[src/rtl/core/dspc_pkg.sv]
package dspc_pkg;

	localparam int BYTE_W  = 8;
	localparam int WIN_W   = 16;
	localparam int CNT_W   = 17;
	localparam int HIT_W   = 4;
	localparam int REC_W   = 6;
	localparam int MODE_W  = 2;
	localparam int TDATA_W = 32;

	localparam int MAX_RECORDS_DEF = 32;

	localparam logic [MODE_W-1:0] MODE_GCR = 2'd0;
	localparam logic [MODE_W-1:0] MODE_MFM = 2'd1;

	localparam logic [9:0]       GCR_WORD   = 10'h3FF;
	localparam logic [WIN_W-1:0] MFM_WORD   = 16'h4489;
	localparam logic [CNT_W:0]   GCR_EXPECT = 18'd21;
	localparam logic [CNT_W:0]   MFM_EXPECT = 18'd11;
	localparam logic [CNT_W:0]   SYNC_TOL   = 18'd2;
	localparam logic [CNT_W-1:0] COUNT_MAX  = 17'h1FFFF;

	typedef struct packed {
		logic              start_scan;
		logic              last_byte;
		logic [BYTE_W-1:0] data_byte;
	} item_t;

	typedef struct packed {
		logic              bad_platform;
		logic              any_anomaly;
		logic [REC_W-1:0]  anomaly_records;
		logic              anomaly_stored;
		logic              anomaly;
		logic [CNT_W-1:0]  sync_count;
	} result_t;

endpackage

[src/rtl/core/disk_sync_pattern_counter_top.sv]
// the last beat of a track goes through the input stage, then the result register
// one beat per cycle unless a last beat stalls; the window and count update per byte
// back pressure on the result side stalls only last beats held in the input stage
// reset (arst_n low, asynchronous): mode 0, window, count, records and sticky flag cleared
module disk_sync_pattern_counter_top #(
	parameter int MAX_RECORDS = dspc_pkg::MAX_RECORDS_DEF
) (
	input  logic                         clk,
	input  logic                         arst_n,
	input  logic                         cfg_we,
	input  logic [dspc_pkg::MODE_W-1:0]  cfg_wdata,     // platform_mode
	input  logic                         s_axis_tvalid,
	output logic                         s_axis_tready,
	input  logic [dspc_pkg::BYTE_W-1:0]  s_axis_tdata,  // data_byte
	input  logic                         s_axis_tlast,  // last_byte
	input  logic                         s_axis_tuser,  // start_scan
	output logic                         m_axis_tvalid,
	input  logic                         m_axis_tready,
	// sync_count, anomaly, anomaly_stored, anomaly_records, any_anomaly, zero fill
	output logic [dspc_pkg::TDATA_W-1:0] m_axis_tdata,
	output logic                         m_axis_tuser   // bad_platform
);

	logic [dspc_pkg::MODE_W-1:0] mode_q;
	logic                        valid_s1;
	dspc_pkg::item_t             item_s1;
	logic                        fire;
	dspc_pkg::result_t           res;
	logic                        m_valid_q;
	dspc_pkg::result_t           res_q;

	always_ff @(posedge clk or negedge arst_n) begin
		if (!arst_n) begin
			mode_q <= dspc_pkg::MODE_GCR;
		end else if (cfg_we) begin
			mode_q <= cfg_wdata;
		end
	end

	assign fire          = valid_s1 && (!item_s1.last_byte || !m_valid_q || m_axis_tready);
	assign s_axis_tready = !valid_s1 || fire;

	always_ff @(posedge clk or negedge arst_n) begin
		if (!arst_n) begin
			valid_s1 <= 1'b0;
		end else if (s_axis_tready) begin
			valid_s1 <= s_axis_tvalid;
		end
	end

	always_ff @(posedge clk) begin
		if (s_axis_tvalid && s_axis_tready) begin
			item_s1 <= '{start_scan: s_axis_tuser, last_byte: s_axis_tlast,
			             data_byte: s_axis_tdata};
		end
	end

	dspc_scan_core #(
		.MAX_RECORDS (MAX_RECORDS)
	) u_core (
		.clk    (clk),
		.arst_n (arst_n),
		.step   (fire),
		.item   (item_s1),
		.mode   (mode_q),
		.res    (res)
	);

	always_ff @(posedge clk or negedge arst_n) begin
		if (!arst_n) begin
			m_valid_q <= 1'b0;
		end else if (fire && item_s1.last_byte) begin
			m_valid_q <= 1'b1;
		end else if (m_axis_tready) begin
			m_valid_q <= 1'b0;
		end
	end

	always_ff @(posedge clk) begin
		if (fire && item_s1.last_byte) begin
			res_q <= res;
		end
	end

	assign m_axis_tvalid = m_valid_q;
	assign m_axis_tdata  = dspc_pkg::TDATA_W'({res_q.any_anomaly, res_q.anomaly_records,
	                        res_q.anomaly_stored, res_q.anomaly, res_q.sync_count});
	assign m_axis_tuser  = res_q.bad_platform;

	a_bad_zero: assert property (@(posedge clk) disable iff (!arst_n)
		m_valid_q && res_q.bad_platform |-> m_axis_tdata == '0)
		else $error("bad platform beat carries nonzero data");

	a_stored_anom: assert property (@(posedge clk) disable iff (!arst_n)
		m_valid_q && res_q.anomaly_stored |-> res_q.anomaly)
		else $error("record stored without anomaly");

	a_sticky: assert property (@(posedge clk) disable iff (!arst_n)
		m_valid_q && res_q.anomaly |-> res_q.any_anomaly)
		else $error("anomaly without sticky flag");

	a_rec_limit: assert property (@(posedge clk) disable iff (!arst_n)
		m_valid_q |-> res_q.anomaly_records <= dspc_pkg::REC_W'(MAX_RECORDS))
		else $error("record count above limit");

	a_hold: assert property (@(posedge clk) disable iff (!arst_n)
		m_valid_q && !m_axis_tready |=> m_valid_q && $stable(res_q))
		else $error("stalled result beat changed");

endmodule

[src/rtl/core/dspc_hit_count.sv]
module dspc_hit_count (
	input  logic [dspc_pkg::WIN_W-1:0]  window,
	input  logic [dspc_pkg::BYTE_W-1:0] data_byte,
	input  logic [dspc_pkg::MODE_W-1:0] mode,
	output logic [dspc_pkg::HIT_W-1:0]  hits
);

	logic [dspc_pkg::WIN_W+dspc_pkg::BYTE_W-1:0] bits;
	logic [dspc_pkg::BYTE_W-1:0]                 match;

	assign bits = {window, data_byte};

	// one window position per consumed bit, oldest position in the top
	always_comb begin
		for (int i = 0; i < dspc_pkg::BYTE_W; i++) begin
			if (mode == dspc_pkg::MODE_GCR) begin
				match[i] = (bits[i +: 10] == dspc_pkg::GCR_WORD);
			end else begin
				match[i] = (bits[i +: dspc_pkg::WIN_W] == dspc_pkg::MFM_WORD);
			end
		end
	end

	always_comb begin
		hits = '0;
		for (int i = 0; i < dspc_pkg::BYTE_W; i++) begin
			hits = hits + dspc_pkg::HIT_W'(match[i]);
		end
	end

endmodule

[src/rtl/core/dspc_scan_core.sv]
module dspc_scan_core #(
	parameter int MAX_RECORDS = dspc_pkg::MAX_RECORDS_DEF
) (
	input  logic                        clk,
	input  logic                        arst_n,
	input  logic                        step,
	input  dspc_pkg::item_t             item,
	input  logic [dspc_pkg::MODE_W-1:0] mode,
	output dspc_pkg::result_t           res
);

	localparam logic [dspc_pkg::REC_W-1:0] REC_LIMIT = dspc_pkg::REC_W'(MAX_RECORDS);

	logic [dspc_pkg::WIN_W-1:0] window_q;
	logic [dspc_pkg::CNT_W-1:0] total_q;
	logic [dspc_pkg::REC_W-1:0] rec_q;
	logic                       sticky_q;

	logic [dspc_pkg::HIT_W-1:0] hits;
	logic                       supported;
	logic [dspc_pkg::CNT_W:0]   sum;
	logic [dspc_pkg::CNT_W-1:0] total_new;
	logic [dspc_pkg::CNT_W:0]   total_ext;
	logic [dspc_pkg::CNT_W:0]   expect_cnt;
	logic                       anom;
	logic                       stored;
	logic [dspc_pkg::REC_W-1:0] rec_base;
	logic [dspc_pkg::REC_W-1:0] rec_new;
	logic                       sticky_base;
	logic                       sticky_new;

	dspc_hit_count u_hit (
		.window    (window_q),
		.data_byte (item.data_byte),
		.mode      (mode),
		.hits      (hits)
	);

	always_comb begin
		supported   = (mode == dspc_pkg::MODE_GCR) || (mode == dspc_pkg::MODE_MFM);
		sum         = {1'b0, total_q} + (dspc_pkg::CNT_W+1)'(hits);
		total_new   = total_q;
		if (supported) begin
			total_new = sum[dspc_pkg::CNT_W] ? dspc_pkg::COUNT_MAX : sum[dspc_pkg::CNT_W-1:0];
		end
		total_ext   = {1'b0, total_new};
		expect_cnt  = (mode == dspc_pkg::MODE_GCR) ? dspc_pkg::GCR_EXPECT : dspc_pkg::MFM_EXPECT;
		anom        = supported && ((total_ext > expect_cnt + dspc_pkg::SYNC_TOL) ||
		                            (total_ext + dspc_pkg::SYNC_TOL < expect_cnt));
		rec_base    = item.start_scan ? '0 : rec_q;
		sticky_base = item.start_scan ? 1'b0 : sticky_q;
		stored      = anom && (rec_base < REC_LIMIT);
		rec_new     = rec_base + dspc_pkg::REC_W'(stored);
		sticky_new  = sticky_base | anom;

		res = '0;
		if (supported) begin
			res.sync_count      = total_new;
			res.anomaly         = anom;
			res.anomaly_stored  = stored;
			res.anomaly_records = rec_new;
			res.any_anomaly     = sticky_new;
		end else begin
			res.bad_platform = 1'b1;
		end
	end

	always_ff @(posedge clk or negedge arst_n) begin
		if (!arst_n) begin
			window_q <= '0;
			total_q  <= '0;
			rec_q    <= '0;
			sticky_q <= 1'b0;
		end else if (step) begin
			if (item.last_byte) begin
				window_q <= '0;
				total_q  <= '0;
				rec_q    <= supported ? rec_new : rec_base;
				sticky_q <= supported ? sticky_new : sticky_base;
			end else begin
				if (supported) begin
					window_q <= {window_q[dspc_pkg::BYTE_W-1:0], item.data_byte};
				end
				total_q  <= total_new;
				rec_q    <= rec_base;
				sticky_q <= sticky_base;
			end
		end
	end

endmodule
[config.mk]
export PLATFORM = sky130hd
export DESIGN_NAME = disk_sync_pattern_counter_top
export DESIGN_NICKNAME = d
export VERILOG_FILES = /design/src/rtl/core/dspc_pkg.sv /design/src/rtl/core/disk_sync_pattern_counter_top.sv /design/src/rtl/core/dspc_hit_count.sv /design/src/rtl/core/dspc_scan_core.sv
export SDC_FILE = /design/constraint.sdc
export NUM_CORES = 1
export LEC_CHECK = 0
export ABC_AREA = 1
export BUFFER_PORTS_ARGS = -buffer_cell sky130_fd_sc_hd__buf_4
export CAP_MARGIN = 20
export CORE_ASPECT_RATIO = 2
export CORE_MARGIN = 10
export CORE_UTILIZATION = 28
export CTS_BUF_LIST = sky130_fd_sc_hd__clkbuf_2
export DETAILED_ROUTE_END_ITERATION = 8
export GPL_ROUTABILITY_DRIVEN = 0
export GPL_TIMING_DRIVEN = 0
export SLEW_MARGIN = 15
export SYNTH_ARGS = -nofsm -noshare
export SYNTH_HDL_FRONTEND = slang
export SYNTH_SLANG_ARGS = --single-unit
[constraint.sdc]
create_clock -name clk -period 10.2 [get_ports clk]
set_clock_uncertainty 0.15 [all_clocks]
set_input_delay 0.51 -clock clk [delete_from_list [all_inputs] [get_ports clk]]
set_output_delay 0.51 -clock clk [all_outputs]
set_load 0.05 [all_outputs]
# Yosys cells after proc, flatten, opt, wreduce, memory -nomap -nowiden
# Cells that the tools add are included.
[totals]
register_bits = 80
out_inout_bits = 35
elab_cells = 88
[op_classes]
n_addsub = 11
order_cmp = 3
n_eq_ne = 17
mux = 23
n_bitwise = 1
n_reduce_logical = 17
[ops]
columns = ["operator", "n"]
rows = [
  ["16-bit by 15-bit equality test with 1-bit output, second input constant", 8],
  ["10-bit equality test, second input constant", 8],
  ["17-bit 2-to-1 mux", 3],
  ["15-bit 2-to-1 mux", 2],
  ["17-bit by 2-bit adder with 18-bit output, second input constant", 1],
  ["17-bit by 4-bit adder with 18-bit output", 1],
  ["18-bit by 2-bit adder with 18-bit output, second input constant", 1],
  ["17-bit by 18-bit > comparator with 1-bit output", 1],
  ["18-bit < comparator", 1],
  ["6-bit 2-to-1 mux", 3],
  ["4-bit by 1-bit adder with 4-bit output", 4],
  ["1-bit 2-to-1 mux", 14],
  ["6-bit by 1-bit adder with 6-bit output", 1],
  ["6-bit < comparator, second input constant", 1],
  ["1-bit logical AND", 5],
  ["1-bit logical OR", 5],
  ["5-bit 2-to-1 mux", 1],
  ["3-bit by 1-bit adder with 4-bit output", 1],
  ["2-bit nonzero test", 2],
  ["2-bit by 1-bit adder with 3-bit output", 1],
  ["1-bit logical NOT", 3],
  ["1-bit by 1-bit adder with 2-bit output", 1],
  ["2-bit by 1-bit equality test with 1-bit output, second input constant", 1],
  ["2-bit logical NOT", 1],
  ["other kinds (2)", 2],
]

# Longest topological paths before layout
# Gate-level depths: netlist of the first run.
[depth]
word_depth = 20
mapped_depth = 45
ltp_nobuf = 45

# Hierarchy
# A second synthesis of the first run with hierarchy kept.
[hier_totals]
cells_unflattened = 714
hier_area_um2 = 5352.6
[modules_own_cells]
columns = ["mod", "instances", "cells_per_inst", "area_each_um2", "seq_area_each_um2"]
rows = [
  ["dspc_scan_core", 1, 497, 3270.6, 1001.0],
  ["disk_sync_pattern_counter_top", 1, 66, 1342.5, 1211.2],
  ["dspc_hit_count", 1, 151, 739.5, 0.0],
]

# Worst setup path before layout of the first run
# Ideal clock, no wire load.
[synth_timing]
path_type = "flip-flop to flip-flop"
from = "reg mode_q[1] (netlist bit)"
to = "reg u_core.rec_q[4] (netlist bit)"
setup_ns = 0.083
arrival_time_ns = 7.133
t_required_ns = 9.967
setup_slack_ns = 2.834
stages_incl_launch_ff = 39
path_cell_list = "dfrtp_1 clkbuf_1 nor2_1 inv_1 nor3_1 inv_1 nor4_1 a41oi_1 fa_1 inv_1 fa_1 fa_1 fa_1 inv_1 fa_1 or2_2 o211ai_2 ha_1 [3 not listed] nand2_1 o21bai_1 nand2_1 o21ai_0 nand2_1 nor2_2 nand3_2 nand2_1 nand2_2 nor2_1 ha_1 ha_1 nand2_1 nor2_1 nor2_1 a211oi_1 nand2_1 o21ai_0"
[synth_between]
elab_chain_len = 20
word_cells_on_any_way = 32
[synth_lines]
columns = ["item", "line", "text"]
rows = [
  ["from (decl)", "disk_sync_pattern_counter_top.sv:24", "logic [dspc_pkg::MODE_W-1:0] mode_q;"],
  ["from (signal assigned)", "disk_sync_pattern_counter_top.sv:34", "mode_q <= dspc_pkg::MODE_GCR;"],
  ["from (signal assigned)", "disk_sync_pattern_counter_top.sv:36", "mode_q <= cfg_wdata;"],
  ["2-bit logical NOT", "dspc_hit_count.sv:16, dspc_scan_core.sv:40", ""],
  ["1-bit 2-to-1 mux", "dspc_hit_count.sv:16", "if (mode == dspc_pkg::MODE_GCR) begin"],
  ["1-bit by 1-bit adder with 2-bit output", "dspc_hit_count.sv:27", "hits = hits + dspc_pkg::HIT_W'(match[i]);"],
  ["2-bit by 1-bit adder with 3-bit output", "dspc_hit_count.sv:27", ""],
  ["3-bit by 1-bit adder with 4-bit output", "dspc_hit_count.sv:27", ""],
  ["4-bit by 1-bit adder with 4-bit output (4 in a row)", "dspc_hit_count.sv:27", ""],
  ["17-bit by 4-bit adder with 18-bit output", "dspc_scan_core.sv:41", "sum = {1'b0, total_q} + (dspc_pkg::CNT_W+1)'(hits);"],
  ["17-bit 2-to-1 mux", "dspc_scan_core.sv:44", "total_new = sum[dspc_pkg::CNT_W] ? dspc_pkg::COUNT_MAX : sum[dspc_pkg::CNT_W-1:0];"],
  ["[1 not listed]", "-", ""],
  ["named net u_core.total_new, one bit", "dspc_scan_core.sv:22", "logic [dspc_pkg::CNT_W-1:0] total_new;"],
  ["[1 not listed]", "-", ""],
  ["18-bit < comparator", "dspc_scan_core.sv:49", "(total_ext + dspc_pkg::SYNC_TOL < expect_cnt));"],
  ["1-bit logical OR *", "dspc_scan_core.sv:48", "anom = supported && ((total_ext > expect_cnt + dspc_pkg::SYNC_TOL) ||"],
  ["1-bit logical AND *", "dspc_scan_core.sv:48", ""],
  ["1-bit logical AND *", "dspc_scan_core.sv:52", "stored = anom && (rec_base < REC_LIMIT);"],
  ["named net u_core.stored", "dspc_scan_core.sv:26", "logic stored;"],
  ["6-bit by 1-bit adder with 6-bit output *", "dspc_scan_core.sv:53", "rec_new = rec_base + dspc_pkg::REC_W'(stored);"],
  ["6-bit 2-to-1 mux *", "dspc_scan_core.sv:78", "rec_q <= supported ? rec_new : rec_base;"],
  ["6-bit 2-to-1 mux *", "dspc_scan_core.sv:75", "if (item.last_byte) begin"],
  ["to (signal assigned)", "dspc_scan_core.sv:78", ""],
  ["to (signal assigned)", "dspc_scan_core.sv:85", "rec_q <= rec_base;"],
  ["to (decl)", "dspc_scan_core.sv:16", "logic [dspc_pkg::REC_W-1:0] rec_q;"],
]
# The timed path passes the listed nets; every way through them passes the cells marked *.
# A chain may end at the register's enable or synchronous reset.

# Final worst setup path of the first run
# Ends and elaborated chain as after synthesis.

==> metrics.txt, run 1 <==
# TYPE chip_impl_metric gauge
chip_impl_info{name="outcome",value="finished, final reports clean"} 1
chip_impl_metric{name="drt-initial-drc-count",unit=""} 324
chip_impl_info{name="cts_root_buffer",value="clkbuf_2"} 1
chip_impl_metric{name="multi_input_area",unit="um2"} 2550
chip_impl_metric{name="number_of_enable_flip_flop_cells_after_synthesis",unit=""} 37
chip_impl_metric{name="synth_sequential_area_ratio",unit="%"} 41.5
chip_impl_metric{name="final_routed_wirelength",unit="um"} 17400
chip_impl_metric{name="grt_usage",unit="%"} 14.6
chip_impl_metric{name="worstPathArrival",unit="ns"} 9.42
chip_impl_metric{name="worst_ir_drop_vdd",unit="mV"} 0.0734
chip_impl_metric{name="clock_tree.htree_level_count",unit=""} 3
chip_impl_metric{name="grt_first_pass_wirelength",unit="um"} 28100
chip_impl_metric{name="drive_gt1_share",unit="%"} 15.4
chip_impl_metric{name="relSlewSlack",unit="%"} 38.7
chip_impl_metric{name="drt-pass1-iter-count",unit=""} 7
chip_impl_metric{name="finalSetupTns",unit="ns"} 0
chip_impl_metric{name="die_w",unit="um"} 117
chip_impl_metric{name="synth_warnings",unit=""} 0
chip_impl_metric{name="start_util",unit="%"} 28.3
chip_impl_metric{name="antenna_left",unit=""} 0
chip_impl_info{name="critical-path-slowest-cell",value="nor2_1"} 1
chip_impl_metric{name="hold_ws",unit="ns"} 0.237
chip_impl_metric{name="drt-vias-per-instance",unit=""} 5.18
chip_impl_info{name="end_kind",value="flip-flop"} 1
chip_impl_metric{name="largest_net_degree_at_the_start_of_global_routing",unit=""} 44
chip_impl_metric{name="grt_pass1_vias",unit=""} 5274
chip_impl_metric{name="hpwl_after_dpl",unit="um"} 13600
chip_impl_info{name="setup.worst_path.class",value="reg -> reg"} 1
chip_impl_metric{name="final_net_count",unit=""} 784
chip_impl_metric{name="globalRoute.totalOverflow",unit=""} 0
chip_impl_metric{name="final.period_utilization",unit="%"} 88.8
chip_impl_metric{name="layout.filler_cells",unit=""} 2000
chip_impl_metric{name="cp.required",unit="ns"} 10.56
chip_impl_metric{name="synthArstFlopShare",unit="%"} 53.8
chip_impl_metric{name="timing_worst_slew_pin_value",unit="ns"} 0.912
chip_impl_metric{name="ff_latch_area",unit="um2"} 2190
chip_impl_metric{name="syn-cell-area",unit="um2"} 5270
chip_impl_metric{name="die_footprint",unit="um2"} 25100
chip_impl_metric{name="critical-path-max-stage-delay",unit="ns"} 0.77
chip_impl_info{name="worst_r2r_startpoint",value="mode_q[1]$_DFFE_PN0P_"} 1
chip_impl_metric{name="final_cell_area",unit="um2"} 6170
chip_impl_metric{name="hold_viol",unit=""} 0
chip_impl_metric{name="route.detailed.wl_per_inst",unit="um"} 18.0
chip_impl_metric{name="fmax",unit="MHz"} 110
chip_impl_metric{name="drcViolationCount",unit=""} 0
chip_impl_metric{name="power.density",unit="nW/um2"} 118
chip_impl_info{name="rr_endpoint",value="u_core.rec_q[4]$_DFFE_PN0P_"} 1
chip_impl_info{name="critical_path.most_common_cell",value="nand2_1"} 1
chip_impl_metric{name="placementRows",unit=""} 71
chip_impl_metric{name="dr_total_vias",unit=""} 5029
chip_impl_metric{name="postSynthAreaPerCell",unit="um2"} 7.88
chip_impl_metric{name="initial_antenna_violation_count",unit=""} 1
chip_impl_metric{name="power_leakage",unit="nW"} 2.76
chip_impl_metric{name="placement.cell_area",unit="um2"} 5900
chip_impl_metric{name="rrSetupSlack",unit="ns"} 1.14
chip_impl_metric{name="worst_skew_pair.late_latency",unit="ns"} 0.63
chip_impl_metric{name="count_of_instances_resized_after_the_clock_tree_is_built",unit=""} 0
chip_impl_metric{name="top_level_ports",unit=""} 52
chip_impl_metric{name="maxSlewViolCount",unit=""} 0
chip_impl_metric{name="numPortBuffers",unit=""} 45
chip_impl_info{name="rsz0062_at_grt",value="false"} 1
chip_impl_metric{name="final.min_clock_period",unit="ns"} 9.06
chip_impl_info{name="cts_tree",value="yes"} 1
chip_impl_metric{name="worst_r2r_path_depth",unit=""} 38
chip_impl_metric{name="setup_violations",unit=""} 0
chip_impl_metric{name="die-height",unit="um"} 214
chip_impl_metric{name="sinks_on_the_clock_net",unit=""} 80
chip_impl_info{name="worst_setup_path_start_kind",value="flip-flop"} 1
chip_impl_info{name="timing.hold.worst.class",value="in -> async"} 1
chip_impl_metric{name="post_synth_inst_count",unit=""} 669
chip_impl_metric{name="cts_post_setup_buffers_inserted",unit=""} 0
chip_impl_metric{name="drv.max_cap_violation_count",unit=""} 0
chip_impl_metric{name="tritoncts.num_buffers",unit=""} 9
chip_impl_info{name="synth-main-ff-cell",value="dfrtp_1"} 1
chip_impl_metric{name="clock_tree.buffer_depth",unit=""} 2
chip_impl_metric{name="crit_path_max_fanout",unit=""} 11
chip_impl_metric{name="postSynthRegisterBits",unit=""} 80
chip_impl_metric{name="clock_transition_at_the_registers_of_the_reported_paths",unit="ns"} 0.28
chip_impl_metric{name="synth_cell_type_count",unit=""} 43
chip_impl_metric{name="core",unit="um2"} 18700
chip_impl_metric{name="area_growth_syn_to_layout",unit="%"} 16.9
report_power, final:
group / internal (mW) / switching [mW] / total, mW
clock: 0.0337 / 0.134 / 0.168
sequential: 0.364 / 0.0180 / 0.382
combinational: 0.0520 / 0.126 / 0.178
total: 0.450 / 0.278 / 0.728
cell usage in the layout (no fill, tap or decap), types with 4 or more instances in the layout:
cell,n
xor2_1,8
nand3_2,6
nor4_1,15
edfxtp_1,37
nor3_1,16
a21oi_1,9
o32ai_1,13
nand2_2,11
inv_1,106
nor2_2,8
dfrtp_1,43
nand3_1,46
clkbuf_1,12
nor2_1,62
clkbuf_2,9
ha_1,16
conb_1,6
nand4_1,29
o21ai_0,24
fa_1,5
o22ai_1,18
inv_2,10
nor2_4,4
dlygate4sd3_1,16
buf_4,52
nand2_1,138
cell usage after synthesis (2+ instances only):
| cell type | instances | area, um2 |
|---|---|---|
| nand2_1 | 138 | 518 |
| inv_1 | 107 | 402 |
| nor2_1 | 62 | 233 |
| nand3_1 | 46 | 230 |
| dfrtp_1 | 43 | 1080 |
| edfxtp_1 | 37 | 1110 |
| nand4_1 | 29 | 181 |
| o21ai_0 | 24 | 120 |
| o22ai_1 | 18 | 113 |
| ha_1 | 16 | 200 |
| nor3_1 | 16 | 80.1 |
| nor4_1 | 15 | 93.8 |
| o32ai_1 | 13 | 114 |
| clkbuf_1 | 12 | 45.0 |
| nand2_2 | 11 | 68.8 |
| a21oi_1 | 9 | 45.0 |
| inv_2 | 9 | 33.8 |
| nor2_2 | 8 | 50.1 |
| xor2_1 | 8 | 70.1 |
| buf_4 | 7 | 52.6 |
| nand3_2 | 6 | 60.1 |
| fa_1 | 5 | 100 |
| nor2_4 | 4 | 45.0 |
| a32o_1 | 2 | 20.0 |
| a41oi_1 | 2 | 17.5 |
| buf_2 | 2 | 10.0 |
| nand2_4 | 2 | 22.5 |
| nand3_4 | 2 | 35.0 |
| o21bai_1 | 2 | 15.0 |
through the flow:
stage	cells	setup slack, ns	total power, mW	utilization [%]
2_1_floorplan	674	2.83	0.499	-
3_3_place_gp	938	1.22	0.559	31.6
3_5_place_dp	938	1.21	0.560	31.6
4_1_cts	970	1.11	0.729	33.0
5_1_grt	971	0.355	0.765	33.1
6_report	971	1.14	0.728	33.1
state kept, by name, indices dropped and copies added (netlist names):
name,count
m_axis_tdata,26
u_core.total_q,17
u_core.window_q,15
item_s1,10
u_core.rec_q,6
mode_q,2
m_axis_tuser,1
m_axis_tvalid,1
u_core.sticky_q,1
valid_s1,1
per-layer routing:
layer / GRT usage [%] / vias up / wire (um)
li1: - / 2402 / -
met1: 12.6 / 2360 / 5490
met2: 27.7 / 194 / 10100
met3: 2.24 / 73 / 609
met4: 11.9 / 0 / 1290
met5: 0 / - / 0
worst max-delay path: cells and delay by family, from the launching register on:
family / cells / cell delay [ns]
adders and majority gates: 9 / 3.49
and+or+nand+nor: 16 / 2.70
buffers and inverters: 6 / 1.02
AOI/OAI and AO/OA: 6 / 0.95
DFF: 1 / 0.50
xor gates and xnor gates: 1 / 0.16
how the worst max path moves through the flow:
stage                          start                     endpoint  slack [ns]  depth (start not counted)
5_1_grt        mode_q[1]$_DFFE_PN0P_  u_core.rec_q[4]$_DFFE_PN0P_        0.35                         42
3_5_place_dp   mode_q[1]$_DFFE_PN0P_  u_core.rec_q[4]$_DFFE_PN0P_        1.21                         38
4_1_cts        mode_q[1]$_DFFE_PN0P_  u_core.rec_q[4]$_DFFE_PN0P_        1.11                         38
3_3_place_gp   mode_q[1]$_DFFE_PN0P_  u_core.rec_q[4]$_DFFE_PN0P_        1.22                         38
6_report       mode_q[1]$_DFFE_PN0P_  u_core.rec_q[4]$_DFFE_PN0P_        1.14                         38
2_1_floorplan  mode_q[1]$_DFFE_PN0P_  u_core.rec_q[4]$_DFFE_PN0P_        2.83                         38
cells by family (layout without fill, tap and decap cells):
kind of cell               Yosys count  count (layout)  share of synthesized area [%]
and+or+nand+nor                    341             341                           30.9
buffers and inverters              138             215                           10.5
DFF                                 80              80                           41.5
AOI/OAI and AO/OA                   79              79                           9.77
adders and majority gates           21              21                           5.69
xor gates and xnor gates             8               8                           1.33
other                                1               7                         0.0711
muxes                                1               1                          0.214
cell type report:
class	count	area share, %
Antenna cell	1	0.0406
Timing Repair Buffer	61	8.08
Clock inverter	7	0.873
Inverter	116	7.06
Multi-Input combinational cell	456	41.4
Clock buffer	9	0.731
Buffer	22	1.93
Tap cell	219	4.44
Sequential cell	80	35.5
timing repair:
action                                 in CTS  in global routing
endpoints found under the hold margin      57                  0
setup endpoints to repair                   0                  0
hold buffers                               16                  0
No activity file was read; power rests on OpenSTA's default activity.
==> run 2, diff against run 1 <==
CORE_ASPECT_RATIO = 1.5   (was 2)
PLACE_DENSITY = 0.5   (was not set)
==> run 2 against run 1 <==
Utilization rose by 0.74 points. Largest cell class unchanged. Combinational power about the same. Non-clock buffer count unchanged. Highest routed layer unchanged. Total power up 7.8%. Final cell count rose by 3.4%. Register-to-register slack worse by 0.13 ns.
==> metrics.txt, run 2 (synthesis results as in run 1) <==
# TYPE chip_impl_metric gauge
chip_impl_info{name="outcome",value="finished, final reports clean"} 1
chip_impl_info{name="worst_setup_path_start_kind",value="flip-flop"} 1
chip_impl_metric{name="drt-initial-drc-count",unit=""} 279
chip_impl_metric{name="route.detailed.wl_per_inst",unit="um"} 16.1
chip_impl_metric{name="antenna_left",unit=""} 0
chip_impl_metric{name="place_ws",unit="ns"} 1.13
chip_impl_metric{name="grt_pass1_vias",unit=""} 5243
chip_impl_metric{name="setup_violations",unit=""} 0
chip_impl_metric{name="maxSlewViolCount",unit=""} 0
chip_impl_metric{name="grt_first_pass_wirelength",unit="um"} 27200
chip_impl_info{name="setup.worst_path.class",value="reg -> reg"} 1
chip_impl_metric{name="worst_r2r_path_depth",unit=""} 38
chip_impl_metric{name="die_footprint",unit="um2"} 24800
chip_impl_metric{name="drcViolationCount",unit=""} 0
chip_impl_info{name="critical_path.most_common_cell",value="nand2_1"} 1
chip_impl_metric{name="max_ffs_per_register",unit=""} 26
chip_impl_info{name="critical_path.startpoint",value="mode_q[1]$_DFFE_PN0P_"} 1
chip_impl_metric{name="worstPathArrival",unit="ns"} 9.53
chip_impl_metric{name="placementRows",unit=""} 61
chip_impl_metric{name="numPortBuffers",unit=""} 45
chip_impl_metric{name="critical-path-max-stage-delay",unit="ns"} 0.79
chip_impl_metric{name="rrSetupSlack",unit="ns"} 1.01
chip_impl_metric{name="power_leakage",unit="nW"} 2.80
chip_impl_metric{name="area_growth_syn_to_layout",unit="%"} 18.8
chip_impl_info{name="rsz0062_at_grt",value="false"} 1
chip_impl_metric{name="drt-vias-per-instance",unit=""} 4.83
chip_impl_info{name="cts_tree",value="yes"} 1
chip_impl_metric{name="globalRoute.totalOverflow",unit=""} 0
chip_impl_metric{name="count_of_instances_resized_after_the_clock_tree_is_built",unit=""} 0
chip_impl_metric{name="drive_gt1_share",unit="%"} 15.6
chip_impl_info{name="end_kind",value="flip-flop"} 1
chip_impl_metric{name="hpwl_after_dpl",unit="um"} 12600
chip_impl_info{name="cts_root_buffer",value="clkbuf_2"} 1
chip_impl_info{name="rr_endpoint",value="u_core.rec_q[4]$_DFFE_PN0P_"} 1
chip_impl_metric{name="sinks_on_the_clock_net",unit=""} 80
chip_impl_metric{name="worst_ir_drop_vdd",unit="mV"} 0.0599
chip_impl_info{name="timing.hold.worst.class",value="in -> async"} 1
chip_impl_metric{name="layout.filler_cells",unit=""} 1968
chip_impl_metric{name="clock_tree.buffer_depth",unit=""} 2
chip_impl_metric{name="clock_transition_at_the_registers_of_the_reported_paths",unit="ns"} 0.26
chip_impl_metric{name="final.min_clock_period",unit="ns"} 9.19
chip_impl_metric{name="final_cell_area",unit="um2"} 6270
chip_impl_metric{name="final.period_utilization",unit="%"} 90.1
chip_impl_metric{name="relSlewSlack",unit="%"} 34.8
chip_impl_metric{name="final_net_count",unit=""} 784
chip_impl_info{name="most_frequent_cells_in_the_layout",value="nand2_1, inv_1, nor2_1"} 1
chip_impl_metric{name="power",unit="mW"} 0.785
chip_impl_metric{name="finish.cell_count_without_fillers",unit=""} 1004
chip_impl_info{name="cpLargestDelayFamily",value="adder cells"} 1
chip_impl_metric{name="place_inst",unit=""} 971
chip_impl_info{name="critical-path-slowest-cell",value="nor2_1"} 1
chip_impl_metric{name="die_w",unit="um"} 132
chip_impl_metric{name="finalWorstSetupSlack",unit="ns"} 1.01
chip_impl_metric{name="worst_skew_pair.late_latency",unit="ns"} 0.58
chip_impl_metric{name="finalSetupTns",unit="ns"} 0
chip_impl_metric{name="power.density",unit="nW/um2"} 125
chip_impl_metric{name="die-height",unit="um"} 188
chip_impl_metric{name="dr_total_vias",unit=""} 4852
chip_impl_metric{name="worst-path-buf-inv",unit=""} 6
chip_impl_metric{name="initial_antenna_violation_count",unit=""} 1
chip_impl_metric{name="core",unit="um2"} 18500
chip_impl_metric{name="largest_net_degree_at_the_start_of_global_routing",unit=""} 44
chip_impl_metric{name="drv.max_cap_violation_count",unit=""} 0
chip_impl_metric{name="hold_viol",unit=""} 0
chip_impl_info{name="mostFrequentLayoutCell",value="nand2_1"} 1
chip_impl_metric{name="clock_tree.htree_level_count",unit=""} 3
chip_impl_metric{name="start_util",unit="%"} 28.4
chip_impl_metric{name="placement.cell_area",unit="um2"} 5950
chip_impl_metric{name="grt_usage",unit="%"} 13.5
chip_impl_metric{name="timing_worst_slew_pin_value",unit="ns"} 0.969
chip_impl_metric{name="crit_path_max_fanout",unit=""} 11
chip_impl_metric{name="cp.required",unit="ns"} 10.54
chip_impl_metric{name="fmax",unit="MHz"} 109
chip_impl_metric{name="top_level_ports",unit=""} 52
chip_impl_metric{name="final_routed_wirelength",unit="um"} 16200
chip_impl_metric{name="tritoncts.num_buffers",unit=""} 9
chip_impl_metric{name="drt-pass1-iter-count",unit=""} 4
chip_impl_info{name="worst_r2r_startpoint",value="mode_q[1]$_DFFE_PN0P_"} 1
==> run 2: cell count changes in the layout (fill, tap and decap cells not counted), sizes merged <==
cell      delta
clkinvlp     -2
bufinv       +3
clkbuf       +1
inv          -2
==> run 2: final cells by class <==
cell class / instances / area [um2] / share of cell area (%)
multi-input cells: 456 / 2550 / 40.7
flip-flops and latches: 80 / 2190 / 34.9
repair buffers: 61 / 498 / 7.95
inverters: 116 / 435 / 6.95
well taps: 252 / 315 / 5.03
plain buffers: 22 / 119 / 1.90
clock inverters: 6 / 109 / 1.74
clock buffers: 10 / 50.0 / 0.799
diodes: 1 / 2.50 / 0.0399
==> run 2: how the worst max path moves through the flow <==
stage,depth (start not counted),slack [ns],end
final,38,1.01,u_core.rec_q[4]$_DFFE_PN0P_
after detailed placement,38,1.13,u_core.rec_q[4]$_DFFE_PN0P_
after global routing,38,0.24,u_core.rec_q[4]$_DFFE_PN0P_
after CTS,38,1.08,u_core.rec_q[4]$_DFFE_PN0P_
after floorplan,38,2.83,u_core.rec_q[4]$_DFFE_PN0P_
after global placement,38,1.06,u_core.rec_q[4]$_DFFE_PN0P_
==> run 2: metrics by stage <==
step	util (%)	hold slack (ns)
floorplan	-	0.0644
global placement	32.1	0.325
detailed placement	32.1	0.331
CTS	33.8	0.287
global route	33.8	0.310
finish	33.8	0.288
==> run 2: layer usage <==
layer  wire [um]  track usage (%)  up-vias
li1            -                -     2403
met1        5980             13.5     2274
met2        9010             25.6      132
met3         528             2.19       43
met4         678             7.51        0
met5           0                0        -
==> run 2: power breakdown <==
group / internal [mW] / switching, mW
Clock: 0.106 / 0.123
Sequential: 0.364 / 0.0168
Combinational: 0.0518 / 0.123
==> run 2: timing repair <==
action,in CTS,in global routing
hold buffers,16,0
endpoints found under the hold margin,57,0
setup endpoints to repair,0,0
setup buffers,0,0
==> run 3, diff against run 2 <==
ABC_AREA = not set   (was 1)
==> run 3 against run 2 <==
Synthesized cell count is 21% lower. Via count is 9.8% lower. Register-to-register slack worse by 0.27 ns. Maximum frequency is 2.9% lower. Sequential share of layout area is 1.7 points higher. Area after synthesis is 4.0% lower. Critical path depth is 4 lower. Total power is 15% lower. Sequential power is 3% lower. Setup slack worse by 0.27 ns. First-iteration DRC count is 25% lower. Largest cell class unchanged. Highest routed layer unchanged.
==> metrics.txt, run 3 <==
# TYPE chip_impl_metric gauge
chip_impl_info{name="synth_top_family_by_area",value="simple AND/OR/NAND/NOR gates"} 1
chip_impl_metric{name="final_routed_wirelength",unit="um"} 15100
chip_impl_metric{name="clock_tree.htree_level_count",unit=""} 3
chip_impl_info{name="critical_path.most_common_cell",value="fa_1"} 1
chip_impl_metric{name="drv.max_cap_violation_count",unit=""} 0
chip_impl_metric{name="grt_pass1_vias",unit=""} 4538
chip_impl_metric{name="sinks_on_the_clock_net",unit=""} 80
chip_impl_metric{name="timing_worst_slew_pin_value",unit="ns"} 0.773
chip_impl_metric{name="maxSlewViolCount",unit=""} 0
chip_impl_metric{name="post_synth_fa_ha_maj_area_fraction",unit="%"} 5.93
chip_impl_metric{name="power_report.internal_total",unit="mW"} 0.450
chip_impl_metric{name="placementRows",unit=""} 60
chip_impl_metric{name="final.min_clock_period",unit="ns"} 9.46
chip_impl_info{name="synth-main-ff-cell",value="dfrtp_1"} 1
chip_impl_metric{name="clock_tree.buffer_depth",unit=""} 2
chip_impl_metric{name="relSlewSlack",unit="%"} 48.5
chip_impl_metric{name="initial_antenna_violation_count",unit=""} 1
chip_impl_metric{name="critical-path-max-stage-delay",unit="ns"} 0.56
chip_impl_info{name="cts_tree",value="yes"} 1
chip_impl_info{name="most_frequent_cells_in_the_layout",value="nor2_1, buf_4, nand2_1"} 1
chip_impl_metric{name="power.density",unit="nW/um2"} 112
chip_impl_info{name="post_synth_most_frequent_cells",value="nor2_1, nand2_1, dfrtp_1"} 1
chip_impl_metric{name="drt-pass1-iter-count",unit=""} 5
chip_impl_metric{name="tritoncts.num_buffers",unit=""} 9
chip_impl_metric{name="worst_skew_pair.late_latency",unit="ns"} 0.58
chip_impl_metric{name="synth_cell_type_count",unit=""} 73
chip_impl_info{name="rsz0062_at_grt",value="false"} 1
chip_impl_metric{name="dr_total_vias",unit=""} 4378
chip_impl_metric{name="area_share_of_xor_xnor_cells_in_the_synthesized_design",unit="%"} 3.80
chip_impl_info{name="cpLargestDelayFamily",value="adder cells"} 1
chip_impl_metric{name="netSwitchingPower",unit="mW"} 0.217
chip_impl_metric{name="largest_net_degree_at_the_start_of_global_routing",unit=""} 44
chip_impl_metric{name="synth_sequential_area_ratio",unit="%"} 43.2
chip_impl_info{name="critical-path-slowest-cell",value="fa_1"} 1
chip_impl_metric{name="postSynthAreaPerCell",unit="um2"} 9.57
chip_impl_metric{name="synth-compound-area-share",unit="%"} 16.7
chip_impl_metric{name="clock_transition_at_the_registers_of_the_reported_paths",unit="ns"} 0.25
chip_impl_metric{name="numPortBuffers",unit=""} 45
chip_impl_metric{name="drcViolationCount",unit=""} 0
chip_impl_info{name="cell_accounting_for_the_most_synthesized_area",value="edfxtp_1"} 1
chip_impl_metric{name="finish.cell_count_without_fillers",unit=""} 828
chip_impl_metric{name="final_net_count",unit=""} 643
chip_impl_metric{name="core",unit="um2"} 17900
chip_impl_metric{name="drt-initial-drc-count",unit=""} 210
chip_impl_info{name="worst_setup_path_start_kind",value="flip-flop"} 1
chip_impl_metric{name="hold_viol",unit=""} 0
chip_impl_metric{name="synth_warnings",unit=""} 0
chip_impl_metric{name="syn-cell-area",unit="um2"} 5060
chip_impl_metric{name="grt_first_pass_wirelength",unit="um"} 23700
chip_impl_metric{name="final_cell_area",unit="um2"} 5970
chip_impl_metric{name="combinational_fraction_of_design_power",unit="%"} 17.1
chip_impl_info{name="outcome",value="finished, final reports clean"} 1
chip_impl_metric{name="fmax",unit="MHz"} 106
chip_impl_metric{name="die-height",unit="um"} 185
chip_impl_metric{name="place_inst",unit=""} 796
chip_impl_metric{name="post_synth_inst_count",unit=""} 529
chip_impl_metric{name="die_footprint",unit="um2"} 24000
chip_impl_metric{name="synthArstFlopShare",unit="%"} 53.8
chip_impl_info{name="end_kind",value="flip-flop"} 1
chip_impl_info{name="timing.hold.worst.class",value="in -> reg"} 1
chip_impl_metric{name="route.detailed.wl_per_inst",unit="um"} 18.2
chip_impl_metric{name="final.period_utilization",unit="%"} 92.8
chip_impl_metric{name="hpwl_after_dpl",unit="um"} 11100
chip_impl_info{name="synth_area_leaders",value="edfxtp_1, dfrtp_1, nor2_1"} 1
chip_impl_metric{name="worstPathArrival",unit="ns"} 9.86
chip_impl_metric{name="yosys.area.top_type_share",unit="%"} 21.9
chip_impl_metric{name="crit_path_max_fanout",unit=""} 10
chip_impl_metric{name="drive_gt1_share",unit="%"} 15.7
chip_impl_metric{name="cp.required",unit="ns"} 10.60
chip_impl_metric{name="worst-path-buf-inv",unit=""} 6
chip_impl_info{name="mostFrequentLayoutCell",value="nor2_1"} 1
chip_impl_metric{name="power_leakage",unit="nW"} 2.42
chip_impl_info{name="synth_most_common_cell",value="nor2_1"} 1
chip_impl_info{name="setup.worst_path.class",value="reg -> reg"} 1
chip_impl_metric{name="top_level_ports",unit=""} 52
chip_impl_metric{name="drt-vias-per-instance",unit=""} 5.29
chip_impl_metric{name="switching_share",unit="%"} 32.5
chip_impl_metric{name="muxShareOfSynthArea",unit="%"} 1.66
chip_impl_metric{name="worst_ir_drop_vdd",unit="mV"} 0.0562
chip_impl_metric{name="setup_violations",unit=""} 0
chip_impl_metric{name="utilization",unit="%"} 33.4
chip_impl_metric{name="antenna_left",unit=""} 0
chip_impl_metric{name="clkPwrFrac",unit="%"} 27.3
chip_impl_metric{name="number_of_enable_flip_flop_cells_after_synthesis",unit=""} 37
chip_impl_metric{name="max_ffs_per_register",unit=""} 26
chip_impl_metric{name="grt_usage",unit="%"} 12.6
chip_impl_metric{name="area_growth_syn_to_layout",unit="%"} 17.9
chip_impl_metric{name="globalRoute.totalOverflow",unit=""} 0
chip_impl_metric{name="placement.cell_area",unit="um2"} 5690
chip_impl_metric{name="synth_simple_gate_area_share",unit="%"} 23.7
chip_impl_metric{name="start_util",unit="%"} 28.3
chip_impl_metric{name="die_w",unit="um"} 130
chip_impl_info{name="cts_root_buffer",value="clkbuf_2"} 1
chip_impl_metric{name="share_seq_of_total_power",unit="%"} 55.6
chip_impl_metric{name="postSynthRegisterBits",unit=""} 80
## run 3: power by group through the flow
stage | registers (mW) | clock network [mW] | logic (mW)
2_1_floorplan | 0.391 | 0 | 0.0537
6_report | 0.371 | 0.182 | 0.114
5_1_grt | 0.373 | 0.201 | 0.124
3_3_place_gp | 0.377 | 0 | 0.109
3_5_place_dp | 0.377 | 0 | 0.110
4_1_cts | 0.370 | 0.186 | 0.116
## run 3: worst reg2reg max path, delay by kind of cell, from the launching register on
kind            cells  cell delay (ns)
flops               1             0.38
simple gates       11             2.52
fa+ha+maj           7             2.75
xor+xnor            2             0.32
buf+inv             6             1.30
compound gates      8             2.00
## run 3: cell type report
cell class              count  area, um2
fillers                  1868      11900
multi-input cells         402       2650
flip-flops and latches     80       2190
repair buffers             60        488
well taps                 217        272
plain buffers              32        179
inverters                  20       75.1
clock inverters             7       71.3
clock buffers               9       45.0
diodes                      1       2.50
## run 3: routing by layer
| layer | wire length [um] | GRT usage, % | vias up |
|---|---|---|---|
| li1 | - | - | 2093 |
| met1 | 5980 | 13.4 | 2133 |
| met2 | 8210 | 23.5 | 125 |
| met3 | 574 | 2.24 | 27 |
| met4 | 334 | 4.96 | 0 |
| met5 | 0 | 0 | - |
## run 3: logic make-up after synthesis
logic type,Yosys count
flip-flops,80
XOR/XNOR,22
buffers and inverters,52
adder cells (fa/ha/maj),21
AND/OR/NAND/NOR,226
other,1
multiplexers,8
AO/OA/AOI/OAI,119
## run 3: timing repair
item / 4_1_cts / 5_1_grt
hold buffers: 15 / 0
endpoints found under the setup margin: 4 / 7
buffers inserted: 0 / 0
gates resized for setup: 1 / 4
endpoints found under the hold margin: 56 / 0
## run 3: final timing paths
kind | from | end | slack [ns] | cells past startpoint
worst max-delay path | mode_q[1]$_DFFE_PN0P_ | u_core.rec_q[5]$_DFFE_PN0P_ | 0.74 | 34
worst min-delay path | m_axis_tready | m_axis_tvalid$_DFFE_PN0P_ | 0.08 | 3
worst max register to register | mode_q[1]$_DFFE_PN0P_ | u_core.rec_q[5]$_DFFE_PN0P_ | 0.74 | 34
worst min register to register | u_core.rec_q[1]$_DFFE_PN0P_ | u_core.rec_q[1]$_DFFE_PN0P_ | 0.38 | 1
max in group asynchronous | arst_n | u_core.window_q[10]$_DFFE_PN0P_ | 9.17 | 2
min in group asynchronous | arst_n | u_core.total_q[15]$_DFFE_PN0P_ | 0.29 | 2
## run 3: per-stage QoR
step / power [mW] / TNS (ns) / worst slack, ns / hold slack [ns]
floorplan: 0.445 / 0 / 1.73 / 0.0644
global placement: 0.485 / 0 / 0.168 / 0.327
detailed placement: 0.487 / -0.0176 / -0.0108 / 0.328
CTS: 0.672 / 0 / 0.230 / 0.0493
global route: 0.698 / 0 / 0.185 / 0.0525
finish: 0.667 / 0 / 0.739 / 0.0777
